==> src/rtl/core/amt7_pkg.sv <==
// Shared constants, types and codes for the adaptive mean threshold core.
// No dependencies; all rtl/core files but amt7_res_if and amt7_ram use it.
package amt7_pkg;

    // Window geometry
    localparam int WINDOW     = 7;
    localparam int LINES      = WINDOW - 1;
    localparam int HALF       = WINDOW / 2;
    localparam int AREA       = WINDOW * WINDOW;
    localparam int MAX_WIDTH  = 2048;
    localparam int MAX_HEIGHT = 4096;

    // Field and register widths
    localparam int PIX_W      = 8;
    localparam int PIX_MAX    = (1 << PIX_W) - 1;
    localparam int COL_W      = $clog2(MAX_WIDTH);
    localparam int ROW_W      = $clog2(MAX_HEIGHT);
    localparam int WIDTH_W    = 12;
    localparam int HEIGHT_W   = 13;
    localparam int OFFSET_W   = 8;
    localparam int CFG_IDX_W  = 2;
    localparam int CFG_DATA_W = 13;

    // Datapath widths
    localparam int LINE_WORD_W = LINES * PIX_W;
    localparam int COLSUM_W    = $clog2(WINDOW * PIX_MAX + 1);
    localparam int TOTAL_W     = $clog2(AREA * PIX_MAX + 1);
    localparam int LHS_W       = $clog2(AREA * ((1 << PIX_W) + (1 << (OFFSET_W - 1)))) + 1;

    // Output queue
    localparam int OUTQ_DEPTH = 8;
    localparam int OUTQ_PTR_W = $clog2(OUTQ_DEPTH);
    localparam int OUTQ_CNT_W = $clog2(OUTQ_DEPTH + 1);

    // Register reset values
    localparam logic [WIDTH_W-1:0]         WIDTH_RST  = WIDTH_W'(640);
    localparam logic [HEIGHT_W-1:0]        HEIGHT_RST = HEIGHT_W'(480);
    localparam logic signed [OFFSET_W-1:0] OFFSET_RST = OFFSET_W'(3);

    typedef enum logic [CFG_IDX_W-1:0] {
        CFG_IMAGE_WIDTH  = 2'd0,
        CFG_IMAGE_HEIGHT = 2'd1,
        CFG_MEAN_OFFSET  = 2'd2
    } t_cfg_idx;

    // Position flags of one pixel
    typedef struct packed {
        logic interior;
        logic last;
    } t_tag;

    // Column stage -> window stage
    typedef struct packed {
        logic                vld;
        t_tag                tag;
        logic [COLSUM_W-1:0] colsum;
        logic [PIX_W-1:0]    centre;
    } t_col_item;

    typedef struct packed {
        logic fg;
        logic last;
    } t_res_word;

    typedef struct packed {
        logic      vld;
        t_res_word word;
    } t_res_push;

endpackage

==> src/rtl/core/amt7_win.sv <==
// Horizontal window of column sums with window total, centre delay line
// and the integer threshold compare. Depends on amt7_pkg.
module amt7_win (
    input  logic                                 i_clk,
    input  logic                                 i_rst_n,
    input  amt7_pkg::t_col_item                  i_col,
    input  logic signed [amt7_pkg::OFFSET_W-1:0] i_mean_offset,
    output logic                                 o_s3_pending,
    output amt7_pkg::t_res_push                  o_push
);
    import amt7_pkg::*;

    logic [COLSUM_W-1:0]      r_win [WINDOW];
    logic [TOTAL_W-1:0]       n_total;
    logic [PIX_W-1:0]         r_dly [HALF];

    logic                     r_s3_vld;
    t_tag                     r_s3_tag;
    logic [PIX_W-1:0]         r_s3_centre;
    logic [TOTAL_W-1:0]       r_s3_total;

    logic signed [LHS_W-1:0]  diff, lhs, rhs;

    // Sum after the shift: the new column plus the six newest held columns
    always_comb begin
        n_total = TOTAL_W'(i_col.colsum);
        for (int k = 0; k < WINDOW - 1; k++) begin
            n_total = n_total + TOTAL_W'(r_win[k]);
        end
    end

    always_ff @(posedge i_clk) begin
        if (!i_rst_n) begin
            for (int k = 0; k < WINDOW; k++) begin
                r_win[k] <= '0;
            end
            for (int k = 0; k < HALF; k++) begin
                r_dly[k] <= '0;
            end
            r_s3_vld <= 1'b0;
        end else begin
            r_s3_vld <= i_col.vld;
            if (i_col.vld) begin
                r_win[0] <= i_col.colsum;
                for (int k = 1; k < WINDOW; k++) begin
                    r_win[k] <= r_win[k-1];
                end
                r_dly[0] <= i_col.centre;
                for (int k = 1; k < HALF; k++) begin
                    r_dly[k] <= r_dly[k-1];
                end
            end
        end
    end

    always_ff @(posedge i_clk) begin
        r_s3_tag    <= i_col.tag;
        r_s3_centre <= r_dly[HALF-1];
        r_s3_total  <= n_total;
    end

    // AREA*(centre + offset) > window total
    always_comb begin
        diff = LHS_W'($signed({1'b0, r_s3_centre})) + LHS_W'(i_mean_offset);
        lhs  = diff * LHS_W'(AREA);
        rhs  = LHS_W'($signed({1'b0, r_s3_total}));
    end

    assign o_push.vld       = r_s3_vld && r_s3_tag.interior;
    assign o_push.word.fg   = (lhs > rhs);
    assign o_push.word.last = r_s3_tag.last;
    assign o_s3_pending     = o_push.vld;

endmodule

==> config.mk <==
export PLATFORM = sky130hd
export DESIGN_NAME = amt7_win
export DESIGN_NICKNAME = d
export VERILOG_FILES = /design/src/rtl/core/amt7_pkg.sv /design/src/rtl/core/amt7_win.sv
export SDC_FILE = /design/constraint.sdc
export NUM_CORES = 1
export LEC_CHECK = 0
export ABC_AREA = 1
export BUFFER_PORTS_ARGS = -buffer_cell sky130_fd_sc_hd__buf_4
export CORE_ASPECT_RATIO = 1.1
export CORE_MARGIN = 1.5
export CORE_UTILIZATION = 37
export CTS_BUF_LIST = sky130_fd_sc_hd__clkbuf_4 sky130_fd_sc_hd__clkbuf_8
export DETAILED_ROUTE_END_ITERATION = 8
export GPL_TIMING_DRIVEN = 0
export PLACE_DENSITY = 0.55
export SYNTH_ARGS = -nofsm -noshare
export SYNTH_HDL_FRONTEND = slang
export SYNTH_SLANG_ARGS = --single-unit
export TNS_END_PERCENT = 5
==> constraint.sdc <==
create_clock -name i_clk -period 19 [get_ports i_clk]
set_input_delay 2.85 -clock i_clk [delete_from_list [all_inputs] [get_ports i_clk]]
set_output_delay 2.85 -clock i_clk [all_outputs]
set_load 0.02 [all_outputs]
; ---- After elaboration in Yosys (flattened, before gate mapping)
; Memories as Yosys holds them, arrays and structs flattened. A register that Yosys moved wholly into a read port is not among the register bits.
; Cells that the tools add are included.
[word_totals]
latch_bits = 0
ff_bits = 17
n_memories = 2
out_inout_bits = 4
rom_bits = 0
mem_bits_rw = 101
[op_classes]
n_addsub = 7
mul = 1
eq_ne = 0
n_bitwise = 10
order_cmp = 1
n_reduce_logical = 1
div_mod_pow = 0
n_mux = 14
n_shift = 0
[memory_table]
columns = memory, depth, width, read_ports, rd_ports_with_merged_regs, write_ports, line
row1 = r_win, 7, 11, 6, 0, 7, amt7_win.sv:13  ; logic [COLSUM_W-1:0] r_win [WINDOW];
row2 = r_dly, 3, 8, 3, 1, 3, amt7_win.sv:15  ; logic [PIX_W-1:0] r_dly [HALF];
[ops]
columns = op, count
row1 = $mux 11, 7
row2 = $add 14x11->14, 3
row3 = $mux 8, 3
row4 = $gt 16x15->1, 1
row5 = $mul 10x7->16 const B, 1
row6 = $add 13x11->14, 1
row7 = $add 12x11->13, 1
row8 = $add 11x11->12, 1
row9 = $add 9x8->10, 1
row10 = $or 1x1->1, 10
row11 = $mux 1, 4
row12 = $logic_and 1x1->1, 1

; ---- Depth between registers and ports, before layout
; An unclocked memory read counts as a cell.
[depth]
word_depth = 7
depth_mapped = 28
ltp_nobuf = 28

; ---- Least setup slack after synthesis
; OpenSTA, ideal clock, no wires.
[synth_path]
path_kind = in2out
from = input port i_mean_offset[0] in the netlist's numbering
to = output port o_push[1] in the netlist's numbering
required_time_ps = 16150
cell_stages = 28
path_slack_ps = 8897
arrival_time_ps = 7253
path_cell_list = ha_1 inv_1 fa_1 o21ai_2 a21oi_1 o21ai_1 xor2_1 inv_1 ha_1 ha_1 ha_1 inv_1 fa_1 inv_1 ha_1 a21oi_1 o21ai_1 a21oi_1 xnor2_1 ha_1 nand2_1 nor2_1 nand2_1 nand2_1 nand2_1 nand2_1 nand2_1 a21oi_2
[synth_lines]
columns = item, line
row1 = from (decl), amt7_win.sv:7  ; input logic signed [amt7_pkg::OFFSET_W-1:0] i_mean_offset,
row2 = to (decl), amt7_win.sv:9  ; output amt7_pkg::t_res_push o_push

==> metrics.txt <==
# TYPE chip_impl_metric gauge
chip_impl_info{name="path_delay_family",value="adder cells"} 1
chip_impl_metric{name="final_layout_size_suffix_gt1_frac",unit=""} 0.112
chip_impl_metric{name="dp_hpwl",unit="um"} 9470
chip_impl_info{name="timing.rr.end",value="r_s3_total[9]$_DFF_P_"} 1
chip_impl_metric{name="fin_total_pwr",unit="uW"} 1270
chip_impl_metric{name="clock_insertion_delay_worst_skew",unit="ns"} 0.44
chip_impl_metric{name="seq_power_share",unit=""} 0.250
chip_impl_metric{name="final_period_minus_worst_setup_slack",unit="ns"} 10.73
chip_impl_metric{name="tightest_slew",unit="ns"} 1.05
chip_impl_metric{name="drt_pre_antenna_iters",unit=""} 4
chip_impl_metric{name="chipHeight",unit="um"} 152
chip_impl_metric{name="number_of_sinks_on_the_clock_net",unit=""} 115
chip_impl_metric{name="power.density_cell_area",unit="mW/mm2"} 151
chip_impl_info{name="worst_setup_path_end_kind",value="output port"} 1
chip_impl_metric{name="cell_internal_pwr",unit="uW"} 717
chip_impl_metric{name="share_clk_of_total_power",unit=""} 0.167
chip_impl_metric{name="p_switching",unit="uW"} 552
chip_impl_metric{name="grt_max_degree",unit=""} 66
chip_impl_metric{name="drcViolationCount",unit=""} 0
chip_impl_metric{name="yosys.cell_types.count",unit=""} 32
chip_impl_metric{name="synth_seq_area_share",unit=""} 0.431
chip_impl_metric{name="dr_total_vias",unit=""} 4462
chip_impl_metric{name="whs",unit="ns"} 0.341
chip_impl_metric{name="final_net_count",unit=""} 932
chip_impl_metric{name="first_global_vias",unit=""} 4541
chip_impl_metric{name="yosysWarnings",unit=""} 0
chip_impl_metric{name="synth_enable_flop_cells",unit=""} 90
chip_impl_metric{name="starting_density_of_the_core",unit=""} 0.376
chip_impl_metric{name="design.core.area",unit="mm2"} 0.0198
chip_impl_info{name="critPathLaunch",value="i_mean_offset[0]"} 1
chip_impl_info{name="main_combinational_cell_family_by_area_after_synthesis",value="adder cells"} 1
chip_impl_metric{name="final_clock_skew",unit="ns"} 0.0109
chip_impl_info{name="synth.top_cells.by_area",value="edfxtp_1 (36%), fa_1 (17%), ha_1 (13%)"} 1
chip_impl_metric{name="htree_levels",unit=""} 4
chip_impl_metric{name="vdd.ir_drop.worst",unit="mV"} 0.0968
chip_impl_info{name="most_frequent_standard_cell_in_the_layout_excluding_fill_and_tap_cells",value="inv_1"} 1
chip_impl_metric{name="drt_wl_cell",unit="um"} 11.8
chip_impl_metric{name="sw_ratio",unit=""} 0.435
chip_impl_metric{name="antenna_left",unit=""} 0
chip_impl_info{name="mostFrequentLayoutCells",value="inv_1 (182), nor2_1 (100), edfxtp_1 (90), ha_1 (75), fa_1 (63)"} 1
chip_impl_info{name="status",value="finished clean"} 1
chip_impl_metric{name="floorplan.die.width",unit="um"} 138
chip_impl_metric{name="netlist.area_leader.share",unit=""} 0.363
chip_impl_metric{name="area_delta_synth_final",unit="%"} 13.1
chip_impl_metric{name="cpPeakStageDelay",unit="ns"} 0.49
chip_impl_info{name="synth_top_area_cell",value="edfxtp_1"} 1
chip_impl_metric{name="floorplan.die_area",unit="mm2"} 0.0210
chip_impl_metric{name="max-cap-violations",unit=""} 0
chip_impl_metric{name="design.portCount",unit=""} 36
chip_impl_metric{name="critPathBufInv",unit=""} 6
chip_impl_info{name="tritoncts",value="yes"} 1
chip_impl_metric{name="crit_path_max_fanout",unit=""} 4
chip_impl_metric{name="final-setup-viol-count",unit=""} 0
chip_impl_metric{name="report.final.slew_viol_count",unit=""} 0
chip_impl_metric{name="cts_hold_buf",unit=""} 0
chip_impl_metric{name="finalWeightedCongestion",unit=""} 0.782
chip_impl_metric{name="synth-adder-area-share",unit=""} 0.296
chip_impl_metric{name="fp-row-count",unit=""} 54
chip_impl_metric{name="gr-total-overflow",unit=""} 0
chip_impl_info{name="grt_setup_unrepaired",value="no"} 1
chip_impl_metric{name="number_of_antenna_violations_at_the_first_check_in_global_routing",unit=""} 0
chip_impl_metric{name="n_antenna_cell",unit=""} 0
chip_impl_metric{name="ctsResizeCount",unit=""} 0
chip_impl_metric{name="path_depth",unit=""} 29
chip_impl_info{name="crit_path_start_kind",value="primary input"} 1
chip_impl_metric{name="synth_compound_area_frac",unit=""} 0.0392
chip_impl_metric{name="ys_seq_elements",unit=""} 115
chip_impl_metric{name="post-route-period-util",unit=""} 0.565
chip_impl_metric{name="post-cts-setup-buffers",unit=""} 0
chip_impl_metric{name="timing.fmax",unit="MHz"} 93.2
chip_impl_metric{name="cts.path.max_buffers",unit=""} 2
chip_impl_metric{name="rr_worst_depth",unit=""} 11
chip_impl_metric{name="syn_avg_cell_area",unit="um2"} 10.5
chip_impl_metric{name="first_pass_grt_wire_length",unit="um"} 20600
chip_impl_info{name="cts_root_buffer",value="clkbuf_8"} 1
chip_impl_metric{name="detailedRoute.firstIterationViolations",unit=""} 193
chip_impl_metric{name="finalHoldViolCount",unit=""} 0
chip_impl_metric{name="xor_xnor_share_of_the_synthesized_area",unit=""} 0.0318
chip_impl_metric{name="portion_of_netlist_area_occupied_by_mux_cells",unit=""} 0
chip_impl_metric{name="totalNegativeSetupSlack",unit="ns"} 0
chip_impl_metric{name="share_of_async_settable_or_async_resettable_flops_after_synthesis",unit=""} 0
chip_impl_metric{name="worst-endpoint-required",unit="ns"} 16.15
chip_impl_metric{name="worst_ep_arrival_time",unit="ns"} 7.88
chip_impl_metric{name="synth.cell_area",unit="mm2"} 0.00744
chip_impl_metric{name="postSynthCellCount",unit=""} 707
chip_impl_metric{name="slew_headroom",unit=""} 0.298
chip_impl_metric{name="dpl.cell_count",unit=""} 995
chip_impl_metric{name="global_route.usage.total",unit=""} 0.125
chip_impl_info{name="timing.setup.critical_path_class",value="primary input to output port"} 1
chip_impl_info{name="synth_ff_type",value="edfxtp_1"} 1
chip_impl_metric{name="placement.io_buffers",unit=""} 35
chip_impl_info{name="hold_crit_path_type",value="register to register"} 1
chip_impl_metric{name="comb_power_share",unit=""} 0.583
chip_impl_metric{name="worst_setup_hold_path_clk_slew",unit="ns"} 0.08
chip_impl_info{name="critPathCapture",value="o_push[1]"} 1
chip_impl_metric{name="final-instance-count-excl-fill",unit=""} 1027
chip_impl_info{name="timing.critical_path.mode_cell",value="ha_1"} 1
chip_impl_metric{name="routed_via_density",unit=""} 4.34
chip_impl_metric{name="synth_simple_gate_area_frac",unit=""} 0.103
chip_impl_info{name="critPathSlowestCell",value="fa_1"} 1
chip_impl_info{name="launching_point_of_the_worst_reg2reg_path",value="r_win[0][4]$_SDFFCE_PN0P_"} 1
chip_impl_metric{name="r2r_setup_slack",unit="ns"} 15.29
chip_impl_metric{name="total_leakage_power",unit="uW"} 0.00406
chip_impl_metric{name="mappedNetlistNets",unit=""} 877
chip_impl_metric{name="cts_made_buffers",unit=""} 17
chip_impl_metric{name="totalWireLength",unit="um"} 12100
stage by stage:
stage               cell area [um2]  utilization  setup WS (ns)
global route                   8420        0.425           7.85
detailed placement             8050        0.407           8.17
CTS                            8420        0.425           8.15
finish                         8420        0.425           8.27
global placement               8020        0.405           8.15
floorplan                      7440            -           8.90
state kept, by name (all words and copies together), names as in the netlist:
name / count
o_push: 1
r_s3_total: 14
r_win: 66
r_s3_centre: 8
r_s3_vld: 1
r_s3_tag: 1
r_dly: 24
final cells by class:
| class | count | area (um2) |
|---|---|---|
| sequential | 115 | 3200 |
| timing repair buffer | 36 | 290 |
| clock buffer | 17 | 234 |
| tap | 252 | 315 |
| fill | 1937 | 11400 |
| clock inverter | 15 | 129 |
| inverter | 184 | 691 |
| multi-input combinational | 397 | 3500 |
| buffer | 11 | 48.8 |
kinds of logic after synthesis:
family | count (synthesis)
flops | 115
simple gates | 186
buf+inv | 195
compound gates | 46
fa+ha+maj | 138
xor+xnor | 27
per-layer routing:
metal	wire length, um	global-route usage	up-vias
li1	-	-	2316
met1	5650	0.152	2085
met2	5990	0.217	48
met3	335	0.0295	13
met4	158	0.0474	0
met5	0	0	-
power groups by stage:
stage / registers [uW] / clock network (uW) / logic, uW
detailed placement: 324 / 0 / 753
CTS: 318 / 220 / 758
floorplan: 322 / 0 / 596
finish: 317 / 212 / 739
global placement: 324 / 0 / 742
global route: 321 / 228 / 865
synthesized netlist by cell type, types with 3 or more instances:
master and instances:
inv_1 182, nor2_1 100, edfxtp_1 90, ha_1 75
fa_1 63, nand2_1 57, dfxtp_1 25, a21oi_1 23
xor2_1 19, nand3_1 15, clkbuf_1 9, xnor2_1 8
a21oi_2 5, nand4_1 5, a21o_1 3, nor3_1 3
nor3_2 3, o21ai_0 3, o21ai_1 3
how the worst min path moves through the flow:
stage / from / endpoint / slack (ns) / cells after the start
floorplan: r_dly[2][0]$_SDFFCE_PN0P_ / r_s3_centre[0]$_DFF_P_ / 0.32 / 0
global placement: r_dly[2][3]$_SDFFCE_PN0P_ / r_s3_centre[3]$_DFF_P_ / 0.33 / 0
detailed placement: r_dly[2][2]$_SDFFCE_PN0P_ / r_s3_centre[2]$_DFF_P_ / 0.33 / 0
CTS: r_dly[2][2]$_SDFFCE_PN0P_ / r_s3_centre[2]$_DFF_P_ / 0.34 / 0
global route: r_dly[2][2]$_SDFFCE_PN0P_ / r_s3_centre[2]$_DFF_P_ / 0.35 / 0
finish: r_dly[2][2]$_SDFFCE_PN0P_ / r_s3_centre[2]$_DFF_P_ / 0.34 / 0
(Power assumes the default switching activity.)
