<file path="src/rtl/core/amt7_pkg.sv">
// Shared constants, types and codes for the adaptive mean threshold core.
// No dependencies; all rtl/core files but amt7_res_if and amt7_ram use it.
package amt7_pkg;

    // Window geometry
    localparam int WINDOW     = 7;
    localparam int LINES      = WINDOW - 1;
    localparam int HALF       = WINDOW / 2;
    localparam int AREA       = WINDOW * WINDOW;
    localparam int MAX_WIDTH  = 2048;
    localparam int MAX_HEIGHT = 4096;

    // Field and register widths
    localparam int PIX_W      = 8;
    localparam int PIX_MAX    = (1 << PIX_W) - 1;
    localparam int COL_W      = $clog2(MAX_WIDTH);
    localparam int ROW_W      = $clog2(MAX_HEIGHT);
    localparam int WIDTH_W    = 12;
    localparam int HEIGHT_W   = 13;
    localparam int OFFSET_W   = 8;
    localparam int CFG_IDX_W  = 2;
    localparam int CFG_DATA_W = 13;

    // Datapath widths
    localparam int LINE_WORD_W = LINES * PIX_W;
    localparam int COLSUM_W    = $clog2(WINDOW * PIX_MAX + 1);
    localparam int TOTAL_W     = $clog2(AREA * PIX_MAX + 1);
    localparam int LHS_W       = $clog2(AREA * ((1 << PIX_W) + (1 << (OFFSET_W - 1)))) + 1;

    // Output queue
    localparam int OUTQ_DEPTH = 8;
    localparam int OUTQ_PTR_W = $clog2(OUTQ_DEPTH);
    localparam int OUTQ_CNT_W = $clog2(OUTQ_DEPTH + 1);

    // Register reset values
    localparam logic [WIDTH_W-1:0]         WIDTH_RST  = WIDTH_W'(640);
    localparam logic [HEIGHT_W-1:0]        HEIGHT_RST = HEIGHT_W'(480);
    localparam logic signed [OFFSET_W-1:0] OFFSET_RST = OFFSET_W'(3);

    typedef enum logic [CFG_IDX_W-1:0] {
        CFG_IMAGE_WIDTH  = 2'd0,
        CFG_IMAGE_HEIGHT = 2'd1,
        CFG_MEAN_OFFSET  = 2'd2
    } t_cfg_idx;

    // Position flags of one pixel
    typedef struct packed {
        logic interior;
        logic last;
    } t_tag;

    // Column stage -> window stage
    typedef struct packed {
        logic                vld;
        t_tag                tag;
        logic [COLSUM_W-1:0] colsum;
        logic [PIX_W-1:0]    centre;
    } t_col_item;

    typedef struct packed {
        logic fg;
        logic last;
    } t_res_word;

    typedef struct packed {
        logic      vld;
        t_res_word word;
    } t_res_push;

endpackage

</file>
<file path="src/rtl/core/amt7_res_if.sv">
// Result output channel: valid/ready handshake with threshold decision.
// Depends on nothing.
interface amt7_res_if;
    logic valid;
    logic ready;
    logic foreground;
    logic last_of_frame;

    modport source (output valid, foreground, last_of_frame, input ready);
    modport sink   (input valid, foreground, last_of_frame, output ready);
endinterface

</file>
<file path="src/rtl/core/amt7_outq.sv">
// Small result queue in front of the output channel; absorbs the results
// still in flight when the receiver stalls. Depends on amt7_pkg.
module amt7_outq (
    input  logic                             i_clk,
    input  logic                             i_rst_n,
    input  amt7_pkg::t_res_push              i_push,
    output logic [amt7_pkg::OUTQ_CNT_W-1:0]  o_count,
    amt7_res_if.source                       o_res
);
    import amt7_pkg::*;

    t_res_word               r_mem [OUTQ_DEPTH];
    logic [OUTQ_PTR_W-1:0]   r_wr_ptr, r_rd_ptr;
    logic [OUTQ_CNT_W-1:0]   r_count;
    logic                    pop;

    assign pop = o_res.valid && o_res.ready;

    always_ff @(posedge i_clk) begin
        if (!i_rst_n) begin
            r_wr_ptr <= '0;
            r_rd_ptr <= '0;
            r_count  <= '0;
        end else begin
            if (i_push.vld) begin
                r_wr_ptr <= (r_wr_ptr == OUTQ_PTR_W'(OUTQ_DEPTH - 1)) ? '0
                                                                      : r_wr_ptr + OUTQ_PTR_W'(1);
            end
            if (pop) begin
                r_rd_ptr <= (r_rd_ptr == OUTQ_PTR_W'(OUTQ_DEPTH - 1)) ? '0
                                                                      : r_rd_ptr + OUTQ_PTR_W'(1);
            end
            unique case ({i_push.vld, pop})
                2'b10:   r_count <= r_count + OUTQ_CNT_W'(1);
                2'b01:   r_count <= r_count - OUTQ_CNT_W'(1);
                default: r_count <= r_count;
            endcase
        end
    end

    always_ff @(posedge i_clk) begin
        if (i_push.vld) begin
            r_mem[r_wr_ptr] <= i_push.word;
        end
    end

    assign o_res.valid         = (r_count != '0);
    assign o_res.foreground    = r_mem[r_rd_ptr].fg;
    assign o_res.last_of_frame = r_mem[r_rd_ptr].last;
    assign o_count             = r_count;

`ifndef SYNTH
    a_no_overflow: assert property (@(posedge i_clk) disable iff (!i_rst_n)
        (i_push.vld && !pop) |-> (r_count < OUTQ_CNT_W'(OUTQ_DEPTH)))
        else $error("result queue overflow");
`endif

endmodule
</file>
<file path="src/flat_wrapper.sv">
// flat-port wrapper written by rule: the top's interface ports become plain ports
module amt7_outq_flat import amt7_pkg::*;
  (i_clk, i_rst_n, i_push, o_count, o_res_valid, o_res_foreground, o_res_last_of_frame, o_res_ready);
  amt7_res_if o_res_i ();
  input  logic i_clk;
  input  logic i_rst_n;
  input  amt7_pkg::t_res_push i_push;
  output logic [amt7_pkg::OUTQ_CNT_W-1:0] o_count;
  output wire logic [$bits(o_res_i.valid)-1:0] o_res_valid;
  output wire logic [$bits(o_res_i.foreground)-1:0] o_res_foreground;
  output wire logic [$bits(o_res_i.last_of_frame)-1:0] o_res_last_of_frame;
  input wire logic [$bits(o_res_i.ready)-1:0] o_res_ready;
  assign o_res_valid = o_res_i.valid;
  assign o_res_foreground = o_res_i.foreground;
  assign o_res_last_of_frame = o_res_i.last_of_frame;
  assign o_res_i.ready = o_res_ready;
  amt7_outq u_core (.i_clk(i_clk), .i_rst_n(i_rst_n), .i_push(i_push), .o_count(o_count), .o_res(o_res_i));
endmodule
</file>
<file path="config.mk">
export PLATFORM = sky130hd
export DESIGN_NAME = amt7_outq_flat
export DESIGN_NICKNAME = d
export VERILOG_FILES = /design/src/rtl/core/amt7_pkg.sv /design/src/rtl/core/amt7_res_if.sv /design/src/rtl/core/amt7_outq.sv /design/src/flat_wrapper.sv
export SDC_FILE = /design/constraint.sdc
export NUM_CORES = 1
export LEC_CHECK = 0
export ABC_AREA = 1
export BUFFER_PORTS_ARGS = -buffer_cell sky130_fd_sc_hd__buf_4
export CORE_MARGIN = 2
export CORE_UTILIZATION = 45
export DETAILED_ROUTE_END_ITERATION = 8
export REMOVE_ABC_BUFFERS = 1
export SYNTH_ARGS = -nofsm -noshare
export SYNTH_HDL_FRONTEND = slang
export SYNTH_SLANG_ARGS = --single-unit
</file>
<file path="constraint.sdc">
create_clock -name i_clk -period 2.2 [get_ports i_clk]
set_input_delay 0.11 -clock i_clk [delete_from_list [all_inputs] [get_ports i_clk]]
set_output_delay 0.11 -clock i_clk [all_outputs]
set_load 0.005 [all_outputs]
</file>
After elaboration in Yosys (flattened, before gate mapping)
Memory sizes are Yosys's and may differ from the RTL's. A register that Yosys moved wholly into a read port is not among the register bits.
Cells that the tools add are included.
Widths: inputs -> output; s select.
Operators by class
  add/sub/neg operators: 4
  equality and inequality tests: 4
  multiplexer cells: 7
  reductions and logical operators: 3
Operators with widths (count)
  $mux 3: 4
  $pmux 4 s2: 1
  $add 3x1->3 const B: 2
  $eq 3x3->1 const B: 2
  $add 4x1->4 const B: 1
  $reduce_bool 4->1: 1
  $sub 4x1->4 const B: 1
  $eq 2x1->1 const B: 1
  $eq 2x2->1 const B: 1
  $mux 1: 2
  $reduce_bool 2->1: 1
  $logic_and 1x1->1: 1
Storage, ports and cells
  bits in registers: 10
  memory bits (writable): 16
  output and inout port bits: 7
  word-level logic and storage cells: 22
  memories kept: 1
Memory list
  u_core.r_mem: depth 8, width 2, rd ports 1, clocked after Yosys merged registers in 1, wr ports 1, RTL line amt7_outq.sv:12  | t_res_word r_mem [OUTQ_DEPTH];

Logic depth before layout (Yosys ltp)
Gate-level depths: netlist of the first run.
  depth after elaboration: 4
  mapped depth: 14
  depth with buffers taken out: 14

Worst setup path before layout of the first run
OpenSTA, ideal clock, no wires.
  kind: reg2reg
  start point: register u_core.r_count[0] (netlist: u_core.o_count[0])
  end point: register u_core.r_count[2] (netlist: u_core.o_count[2])
  setup time: 0.113 ns
  data arrival time: 1.608 ns
  data required time: 2.087 ns
  path slack: 0.479 ns
  cell stages (with the launch flop): 14
  buffers on the path: 0
  clock period less this slack: 1.721 ns
  cells stage by stage: dfxtp_1 > nor2_1 > nand2_2 > nand2_2 > inv_4 > ha_1 > inv_1 > nand2_1 > nand2_1 > ha_1 > a21oi_1 > xnor2_1 > o21ai_1 > inv_1
Between the ends
  longest elaborated chain between the ends: 4
RTL lines
  start, declared: RTL line amt7_outq.sv:14  | logic [OUTQ_CNT_W-1:0] r_count;
  start signal, assigned: RTL line amt7_outq.sv:34  | 2'b10: r_count <= r_count + OUTQ_CNT_W'(1);
  start signal, assigned: RTL line amt7_outq.sv:35  | 2'b01: r_count <= r_count - OUTQ_CNT_W'(1);
  start signal, assigned: RTL line amt7_outq.sv:36  | default: r_count <= r_count;
  $reduce_bool 4->1 (*): RTL line amt7_outq.sv:47  | assign o_res.valid = (r_count != '0);
  net o_res_valid: RTL line flat_wrapper.sv:9  | output wire logic [$bits(o_res_i.valid)-1:0] o_res_valid;
  $logic_and 1x1->1 (*): RTL line amt7_outq.sv:17  | assign pop = o_res.valid && o_res.ready;
  $eq 2x1->1 / $eq 2x2->1 (equally long branches): RTL line amt7_outq.sv:33  | unique case ({i_push.vld, pop})
  $pmux 4 s2 / $reduce_bool 2->1 (equally long branches)
The timed path passes the listed nets; every way through them passes the cells marked *.
A chain may end at the register's enable or synchronous reset.

Final worst setup path of the first run
  start point: register u_core.r_count[0] (netlist: u_core.o_count[0])
  end point: register u_core.r_count[2] (netlist: u_core.o_count[2])
Between the ends
  longest elaborated chain between the ends: 4
RTL lines
  parallel branches: the longest is 4 deep, another holds $sub 4x1->4
Several ways; the timed one is not identified.

==> results of run 1 <==
==> synthesized netlist by cell type <==
cell type	instances	area, µm²
nor2_1	25	93.84
nand2_1	19	71.32
edfxtp_1	16	480.5
inv_1	14	52.55
dfxtp_1	13	260.3
o21ai_0	13	65.06
a21oi_1	7	35.03
ha_1	7	87.58
mux2i_1	2	20.02
nand2_2	2	12.51
nand3_1	2	10.01
nand3b_1	2	15.01
o22ai_1	2	12.51
xnor2_1	2	17.52
buf_4	1	7.510
inv_4	1	6.260
nand3_2	1	10.01
nor2_2	1	6.260
nor2_4	1	11.26
nor3_1	1	5.000
o211a_1	1	10.01
o21ai_1	1	5.000
o21ai_2	1	8.760
or2_2	1	6.260
==> cell type report <==
class	count	area, µm²
Clock inverter	2	8.758
Clock buffer	6	51.30
Fill cell	249	1266
Timing Repair Buffer	12	90.09
Inverter	15	58.81
Sequential cell	29	740.7
Multi-Input combinational cell	91	503.0
Tap cell	31	38.79
==> cells in the final DEF, fill, tap and decap left out, types with 5 or more instances in the layout <==
cell / n
nor2_1: 25
a21oi_1: 7
buf_4: 12
edfxtp_1: 16
clkbuf_4: 5
dfxtp_1: 13
inv_1: 14
ha_1: 7
nand2_1: 19
o21ai_0: 13
==> logic make-up after synthesis <==
| kind of cell | count (synthesis) |
|---|---|
| buffers and inverters | 16 |
| muxes | 2 |
| xor gates and xnor gates | 2 |
| and+or+nand+nor | 55 |
| adders and majority gates | 7 |
| AOI/OAI and AO/OA | 25 |
| DFF | 29 |
==> where the power goes <==
part / internal, mW / leakage [nW] / switching [mW]
sequential: 0.652 / 0.253 / 0.0946
combinational: 0.266 / 0.362 / 0.297
clock: 0.150 / 0.0357 / 0.182
==> worst max-delay path by stage <==
| stage | from | end | slack [ns] |
|---|---|---|---|
| after floorplan | u_core.o_count[0] | u_core.o_count[2] | 0.48 |
| after CTS | u_core.o_count[0] | u_core.o_count[2] | 0.30 |
| after global routing | u_core.o_count[0] | u_core.o_count[2] | 0.13 |
| after global placement | u_core.o_count[0] | u_core.o_count[2] | 0.35 |
| after detailed placement | u_core.o_count[0] | u_core.o_count[2] | 0.33 |
| final | u_core.o_count[0] | u_core.o_count[2] | 0.30 |
==> routing by layer <==
| layer | track usage (%) | wire length [µm] | up-vias |
|---|---|---|---|
| met5 | 0 | 0 | - |
| met1 | 22.35 | 1156 | 409 |
| li1 | - | - | 492 |
| met3 | 6.920 | 101 | 6 |
| met4 | 9.302 | 63 | 0 |
| met2 | 21.59 | 882 | 19 |
==> metrics.cfg, run 1 <==
[run_status]
status = complete, no violations

[drt]
drt-vias-per-instance = 4.978
vias = 926
drc = 0
drt_iter0_markers = 54
finalWirelength_um = 2204
dr.pass1.iters = 4
routedWlPerCell_um = 11.85
ant_nets = 0

[critical_path]
crit_chain = nor2_1, nand2_2, nand2_2, inv_4, ha_1, inv_1, nand2_1, nand2_1, ha_1, a21oi_1, xnor2_1, o21ai_1, inv_1
worstSetupStartpointType = flip-flop
cp.arrival_ns = 2.14
critPathRequiredTime_ns = 2.44
critPathCaptureType = flip-flop
path_depth = 13
critical-path-max-stage-delay_ns = 0.47
r2r-end = u_core.o_count[2]
worstReg2RegStart = u_core.o_count[0]
cp_top_family = flip-flops
r2r_setup_slack_ns = 0.30
reg2reg_depth = 13
path_max_fanout = 6
crit_slowest_cell = dfxtp_1
crit_type = reg2reg
worstPathBufferInverterCount = 3

[final_layout]
design_area_mm2 = 0.001491
utilization_pct = 54.08
nNetsFinal = 167
diodes = 0
drive_gt1_share_pct = 17.42
area_delta_synth_final_pct = 13.85
fin_cells = 186

[yosys]
muxShareOfSynthArea_pct = 1.528
postSynthCellCount = 136
synth_area_per_cell_um2 = 9.632
netlist_area_mm2 = 0.001310
ys_ff_latch = 29
synth-simple-area-share_pct = 18.43
synth_compound_area_share_pct = 10.41
synthAdderAreaFrac_pct = 6.686
ys_types = 24
seq_area_frac_synth_pct = 56.54
yosysWarnings = 0
synthXorXnorAreaFrac_pct = 1.337
synth_top_family_by_area = simple AND/OR/NAND/NOR gates

[timing]
slew_viol_final = 0
skew_ns = 0.01222
min_period_over_period_pct = 86.57
min_period_ns = 1.905
worst_pin_slew_ns = 0.3181
final-hold-violation-count = 0
holdWs_ns = 0.01453
max_freq_ghz = 0.5250
setup-tns-final_ns = 0
postLayoutSetupSlackWorst_ns = 0.2954
rsz0062_at_grt = no
finalSetupViolCount = 0
slew_headroom_pct = 78.77

[placed_design]
dpl.hpwl_um = 1634
place_area_mm2 = 0.001431
dp.cells = 178
numPortBuffers = 12
dp_slack_ns = 0.3314
place_congestion = 0.8468

[floorplanning]
dieArea_mm2 = 0.003359
die_y_um = 57.96
coreArea_mm2 = 0.002758
rows = 19
die_w_um = 57.96
initial_core_util_pct = 47.50
num_io_pins = 13

[clock_network]
htreeDepth = 2
clock_insertion_delay_worst_skew_ns = 0.33
clockBufferDepth = 2
numCtsBuffers = 5
postCtsSetupRepairBufs = 0
cts.sink_count = 29
cts_tree = yes
ctsResizeCount = 0
holdBufCountCts = 0
clkTransAtPathRegs_ns = 0.10
ctsRootBufferMaster = clkbuf_4

[global_route]
overflow = 0
grt_pass1_vias = 895
antenna_found_initial = 0
grt_usage_pct = 16.34
grt_max_degree = 10
grt_pass1_wl_um = 3939

[min_path]
hold_start = i_push[0]
hold_path_end = u_core.r_mem[5][0]
holdPathStages = 1
min_path_type = in2reg

[power]
total_power_mw = 1.642
powerDensity_mw_per_mm2 = 1101
ir_drop_uv = 769.4
p_leak_nw = 0.6506

[run]
maxCapViolCount = 0

(Power assumes the default switching activity.)
==> run 2: changes to the inputs <==
--- a/config.mk
+++ b/config.mk
@@ -11,6 +11,7 @@
 export CORE_UTILIZATION = 45
 export DETAILED_ROUTE_END_ITERATION = 8
 export REMOVE_ABC_BUFFERS = 1
+export SETUP_SLACK_MARGIN = 0.4
 export SYNTH_ARGS = -nofsm -noshare
 export SYNTH_HDL_FRONTEND = slang
 export SYNTH_SLANG_ARGS = --single-unit
==> metrics.cfg, run 2 (synthesis gave the netlist of run 1 again) <==
[floorplanning]
num_io_pins = 13  ; unchanged
die_w_um = 57.96  ; unchanged
coreArea_mm2 = 0.002758  ; unchanged
rows = 19  ; unchanged
initial_core_util_pct = 47.50  ; unchanged
die_y_um = 57.96  ; unchanged
dieArea_mm2 = 0.003359  ; unchanged

[global_route]
grt_pass1_vias = 895  ; unchanged
grt_max_degree = 10  ; unchanged
grt_usage_pct = 16.34  ; unchanged
antenna_found_initial = 0  ; unchanged
overflow = 0  ; unchanged
grt_pass1_wl_um = 3939  ; unchanged

[placed_design]
numPortBuffers = 12  ; unchanged
place_congestion = 0.8468  ; unchanged
place_area_mm2 = 0.001431  ; unchanged
dp_slack_ns = 0.3314  ; unchanged
dpl.hpwl_um = 1634  ; unchanged

[power]
ir_drop_uv = 757.5  ; -1.5%
total_power_mw = 1.677  ; +2.1%
p_leak_nw = 0.6531  ; +0.38%
powerDensity_mw_per_mm2 = 1104  ; +0.28%

[clock_network]
htreeDepth = 2  ; unchanged
cts_tree = yes
ctsRootBufferMaster = clkbuf_4
cts.sink_count = 29  ; unchanged
clkTransAtPathRegs_ns = 0.10  ; about the same
numCtsBuffers = 5  ; unchanged
postCtsSetupRepairBufs = 0  ; unchanged
clockBufferDepth = 2  ; unchanged
clock_insertion_delay_worst_skew_ns = 0.33  ; about the same

[drt]
drt-vias-per-instance = 5.027  ; +0.97%
vias = 935  ; +0.97%
finalWirelength_um = 2245  ; +1.9%
routedWlPerCell_um = 12.07  ; +1.9%
drc = 0  ; unchanged
drt_iter0_markers = 50  ; -7.4%
dr.pass1.iters = 4  ; unchanged
ant_nets = 0  ; unchanged

[final_layout]
design_area_mm2 = 0.001519  ; +1.8%
area_delta_synth_final_pct = 15.95
final_common_cell = nor2_1
diodes = 0  ; unchanged
final_cell_mix = 24 x nor2_1, 19 x nand2_1, 16 x edfxtp_1
utilization_pct = 55.08  ; +1.0 points
drive_gt1_share_pct = 22.58  ; +5.2 points
nNetsFinal = 167  ; unchanged

[timing]
postLayoutSetupSlackWorst_ns = 0.4891  ; +0.1937 ns
final-hold-violation-count = 0  ; unchanged
min_period_ns = 1.711  ; -0.1937 ns
setup-tns-final_ns = 0  ; unchanged
min_period_over_period_pct = 77.77  ; -8.8 points
slew_viol_final = 0  ; unchanged
finalSetupViolCount = 0  ; unchanged
slew_headroom_pct = 79.79  ; +1.0 points
skew_ns = 0.01365  ; +0.001430 ns
max_freq_ghz = 0.5845  ; +11%
worst_pin_slew_ns = 0.3028  ; -0.01528 ns
rsz0062_at_grt = yes

[critical_path]
crit_type = reg2reg
worstSetupStartpointType = flip-flop
path_max_fanout = 6  ; unchanged
critPathCaptureType = flip-flop
reg2reg_depth = 12  ; -1
cp.arrival_ns = 1.95  ; -0.19 ns
worstReg2RegStart = u_core.o_count[0]
crit_slowest_cell = dfxtp_4
crit_start = u_core.o_count[0]
crit_chain = nor2_1, nand2_2, nand2_2, inv_4, ha_4, nand2_1, nand2_1, ha_1, a21oi_2, xnor2_1, o21ai_1, inv_1
r2r_setup_slack_ns = 0.49  ; +0.19 ns
r2r-end = u_core.o_count[2]
critPathRequiredTime_ns = 2.43  ; about the same
critical-path-max-stage-delay_ns = 0.38  ; -0.09 ns

[run]
maxCapViolCount = 0  ; unchanged

[min_path]
hold_start = i_push[0]
min_path_type = in2reg
hold_path_end = u_core.r_mem[5][0]
holdPathStages = 1  ; unchanged

[run_status]
status = complete, no violations

[run 2: layer usage]
| layer | global-route usage, % | share of wire, % | vias to the layer above |
|---|---|---|---|
| met1 | 22.35 | 51 | 415 |
| met4 | 9.302 | 3.3 | 0 |
| met5 | 0 | 0 | - |
| met2 | 21.59 | 40 | 22 |
| met3 | 6.920 | 5.0 | 8 |
| li1 | - | - | 490 |
[run 2: worst max-delay path by stage]
| stage | endpoint | slack [ns] | cells past startpoint |
|---|---|---|---|
| 2_1_floorplan | u_core.o_count[2] | 0.48 | 13 |
| 3_3_place_gp | u_core.o_count[2] | 0.35 | 13 |
| 3_5_place_dp | u_core.o_count[2] | 0.33 | 13 |
| 4_1_cts | u_core.o_count[2] | 0.42 | 13 |
| 5_1_grt | u_core.o_count[2] | 0.37 | 12 |
| 6_report | u_core.o_count[2] | 0.49 | 12 |
[run 2: worst max-delay path, delay by kind of cell (launching register included)]
kind / cells / cell delay (ns)
AO/OA/AOI/OAI: 2 / 0.23
XOR/XNOR: 1 / 0.08
adder cells (fa/ha/maj): 2 / 0.37
buffers and inverters: 2 / 0.11
flip-flops: 1 / 0.38
AND/OR/NAND/NOR: 5 / 0.44
[run 2: through the flow]
step                hold WS [ns]  instances
finish                   0.01314        186
global route            0.001739        186
CTS                     0.004101        186
detailed placement        0.3559        178
global placement          0.3590        178
floorplan                 0.2089        135
[run 2: cell type report]
class / instances / area [µm²]
Clock buffer: 6 / 51.30
Fill cell: 246 / 1239
Sequential cell: 29 / 749.5
Multi-Input combinational cell: 91 / 521.8
Timing Repair Buffer: 12 / 90.09
Clock inverter: 2 / 8.758
Inverter: 15 / 58.81
Tap cell: 31 / 38.79
[run 2: what timing repair did]
action | CTS | global route
gates resized for setup | 5 | 5
setup endpoints to repair | 1 | 3
hold buffers | 0 | 0
endpoints found under the hold margin | 0 | 0
[run 2: power by group]
| group | internal [mW] | switching (mW) | leakage [nW] |
|---|---|---|---|
| combinational | 0.276 | 0.303 | 0.363 |
| sequential | 0.664 | 0.100 | 0.255 |
| clock | 0.150 | 0.183 | 0.0357 |
==> run 3: changes to the inputs <==
--- a/config.mk
+++ b/config.mk
@@ -5,11 +5,12 @@
 export SDC_FILE = /design/constraint.sdc
 export NUM_CORES = 1
 export LEC_CHECK = 0
-export ABC_AREA = 1
+export ABC_AREA = 0
 export BUFFER_PORTS_ARGS = -buffer_cell sky130_fd_sc_hd__buf_4
 export CORE_MARGIN = 2
 export CORE_UTILIZATION = 45
 export DETAILED_ROUTE_END_ITERATION = 8
+export PLACE_DENSITY = 0.66
 export REMOVE_ABC_BUFFERS = 1
 export SETUP_SLACK_MARGIN = 0.4
 export SYNTH_ARGS = -nofsm -noshare
==> constraint.sdc (replaced) <==
create_clock -name i_clk -period 1.4 [get_ports i_clk]
set_input_delay 0.07 -clock i_clk [delete_from_list [all_inputs] [get_ports i_clk]]
set_output_delay 0.07 -clock i_clk [all_outputs]
set_load 0.005 [all_outputs]
==> metrics.cfg, run 3 <==
[critical_path]
worstReg2RegStart = u_core.o_count[0]
critPathRequiredTime_ns = 1.66  ; -0.77 ns
r2r-end = u_core.o_count[2]
cp.arrival_ns = 2.44  ; +0.49 ns
r2r_setup_slack_ns = -0.77  ; -1.26 ns
path_max_fanout = 2  ; -4
worstPathBufferInverterCount = 1  ; -1
crit_type = reg2reg
worstSetupStartpointType = flip-flop
critical-path-max-stage-delay_ns = 0.55  ; +0.17 ns
reg2reg_depth = 10  ; -2
crit_chain = or4_4, nand2_4, inv_2, ha_2, xor2_1, ha_2, a21oi_2, xor2_1, or3_1, a21boi_1
cp_top_family = simple AND/OR/NAND/NOR gates
critPathCaptureType = flip-flop
crit_slowest_cell = or4_4

[min_path]
hold_path_end = u_core.o_count[0]
min_path_type = in2reg
hold_start = i_rst_n
holdPathStages = 2  ; +1

[yosys]
synthTopCellsByCount = 16 x edfxtp_1, 13 x dfxtp_1, 8 x nand2_1
yosys.area.top_type = edfxtp_1
synth.area.top_cells = edfxtp_1 38%, dfxtp_1 20%, mux4_2 7.1%
synth_top_area_share_pct = 37.61  ; +0.93 points
synthFlopType = edfxtp_1
seq_area_frac_synth_pct = 57.98  ; +1.4 points
synth-async-reset-ratio_pct = 0  ; unchanged
ys_ff_latch = 29  ; unchanged
postSynthCellCount = 96  ; -29%
yosysWarnings = 0  ; unchanged
netlist_area_mm2 = 0.001277  ; -2.5%
yosysMostFrequentCell = edfxtp_1
synth_area_per_cell_um2 = 13.31  ; +38%
ys_types = 29  ; +21%
synth_edf_count = 16  ; unchanged

[timing]
postLayoutSetupSlackWorst_ns = -0.7746  ; -1.264 ns
rsz0062_at_grt = yes
slew_viol_final = 0  ; unchanged
skew_ns = 0.007859  ; -0.005788 ns
min_period_ns = 2.175  ; +0.4637 ns
final-hold-violation-count = 0  ; unchanged
min_period_over_period_pct = 155.3  ; +78 points
finalSetupViolCount = 13  ; +13
worst_pin_slew_ns = 0.1670  ; -0.1358 ns
max_freq_ghz = 0.4599  ; -21%
slew_headroom_pct = 88.55  ; +8.8 points

[drt]
drt_iter0_markers = 25  ; -50%
finalWirelength_um = 2415  ; +7.6%
ant_nets = 0  ; unchanged
drc = 0  ; unchanged
routedWlPerCell_um = 14.12  ; +17%
vias = 867  ; -7.3%
drt-vias-per-instance = 5.070  ; +0.86%
dr.pass1.iters = 4  ; unchanged

[final_layout]
utilization_pct = 70.11  ; +15 points
drive_gt1_share_pct = 61.43  ; +39 points
diodes = 0  ; unchanged
final_cell_mix = 19 x buf_4, 16 x buf_6, 16 x edfxtp_1
nNetsFinal = 152  ; -9.0%
final_common_cell = buf_4
area_delta_synth_final_pct = 50.05
design_area_mm2 = 0.001917  ; +26%

[floorplanning]
initial_core_util_pct = 46.73  ; -0.78 points
rows = 19  ; unchanged
num_io_pins = 13  ; unchanged
dieArea_mm2 = 0.003281  ; -2.3%
die_y_um = 57.28  ; -1.2%
die_w_um = 57.28  ; -1.2%
coreArea_mm2 = 0.002734  ; -0.86%

[power]
total_power_mw = 2.846  ; +70%
ir_drop_uv = 1570  ; +110%
p_leak_nw = 0.7235  ; +11%
powerDensity_mw_per_mm2 = 1485  ; +35%

[global_route]
antenna_found_initial = 0  ; unchanged
grt_usage_pct = 16.59  ; +0.25 points
grt_pass1_wl_um = 3995  ; +1.4%
overflow = 0  ; unchanged
grt_max_degree = 12  ; +2
grt_pass1_vias = 907  ; +1.3%

[placed_design]
dpl.hpwl_um = 1596  ; -2.4%
numPortBuffers = 12  ; unchanged
place_area_mm2 = 0.001500  ; +4.8%
place_congestion = 0.7818  ; -7.7%

[run_status]
violations = negative setup slack
status = complete, but fails checks

[clock_network]
cts_tree = yes
clkTransAtPathRegs_ns = 0.09  ; about the same
clock_insertion_delay_worst_skew_ns = 0.33  ; about the same
clockBufferDepth = 2  ; unchanged
ctsRootBufferMaster = clkbuf_4
htreeDepth = 2  ; unchanged
cts.sink_count = 29  ; unchanged
numCtsBuffers = 5  ; unchanged

[run]
maxCapViolCount = 0  ; unchanged

[run 3: cell count changes in the layout (fill, tap and decap cells not counted), sizes merged, moves of 4 or more]
| cell | previous run | this run |
|---|---|---|
| a21oi | 7 | 1 |
| mux4 | 0 | 4 |
| nor2 | 27 | 7 |
| a21boi | 0 | 4 |
| inv | 15 | 2 |
| buf | 12 | 35 |
| o21ai | 15 | 3 |
| nand2b | 0 | 5 |
| nand2 | 21 | 9 |
[run 3: layout make-up]
class                      count  area [µm²]
fill                         177       817.0
sequential                    29       759.5
multi-input combinational     64       708.2
timing repair buffer          37       342.8
clock buffer                   6       51.30
tap                           31       38.79
clock inverter                 2       8.758
inverter                       2       7.507
[run 3: kinds of logic after synthesis]
group / count (synthesis) / share of synthesized area, %
buffers and inverters: 3 / 0.8814
muxes: 10 / 11.95
and+or+nand+nor: 34 / 14.50
adders and majority gates: 7 / 6.856
AOI/OAI and AO/OA: 10 / 5.778
DFF: 29 / 57.98
xor gates and xnor gates: 3 / 2.057
[run 3: per-stage QoR]
step                      hold WS, ns  worst slack, ns  std cells  TNS (ns)
after floorplan                0.1689          -0.9349         95    -2.538
after global placement         0.3137          -0.8150        151    -2.585
after detailed placement       0.3121          -0.8628        151    -2.737
after CTS                     0.02312          -0.7794        167    -3.885
after global routing          0.04340          -0.8742        171    -5.236
final                         0.04018          -0.7746        171    -4.315
[run 3: per-layer routing]
| layer | GRT usage, % | part of all wire, % | routed length, µm |
|---|---|---|---|
| met5 | 0 | 0 | 0 |
| met4 | 6.977 | 1.7 | 40 |
| met3 | 6.122 | 3.6 | 86 |
| met2 | 27.91 | 53 | 1276 |
| met1 | 19.08 | 42 | 1012 |
[run 3: worst max path at each step]
stage / to / cells past startpoint / startpoint
after CTS: u_core.o_count[2] / 10 / u_core.o_count[0]
after global placement: u_core.o_count[2] / 10 / u_core.o_count[0]
after floorplan: u_core.o_count[2] / 10 / u_core.o_count[0]
final: u_core.o_count[2] / 10 / u_core.o_count[0]
after global routing: u_core.o_count[2] / 10 / u_core.o_count[0]
after detailed placement: u_core.o_count[2] / 10 / u_core.o_count[0]
[run 3: power breakdown]
part	internal [mW]	switching [mW]
Combinational	0.793	0.447
Sequential	0.996	0.0842
Clock	0.236	0.290
[run 3: repair_timing]
item                       4_1_cts  5_1_grt
pin swaps                        9       10
hold buffers                     2        0
buffers inserted                 6        4
setup endpoints to repair       34       33
resized for setup               50       18
hold endpoints to repair        16        0
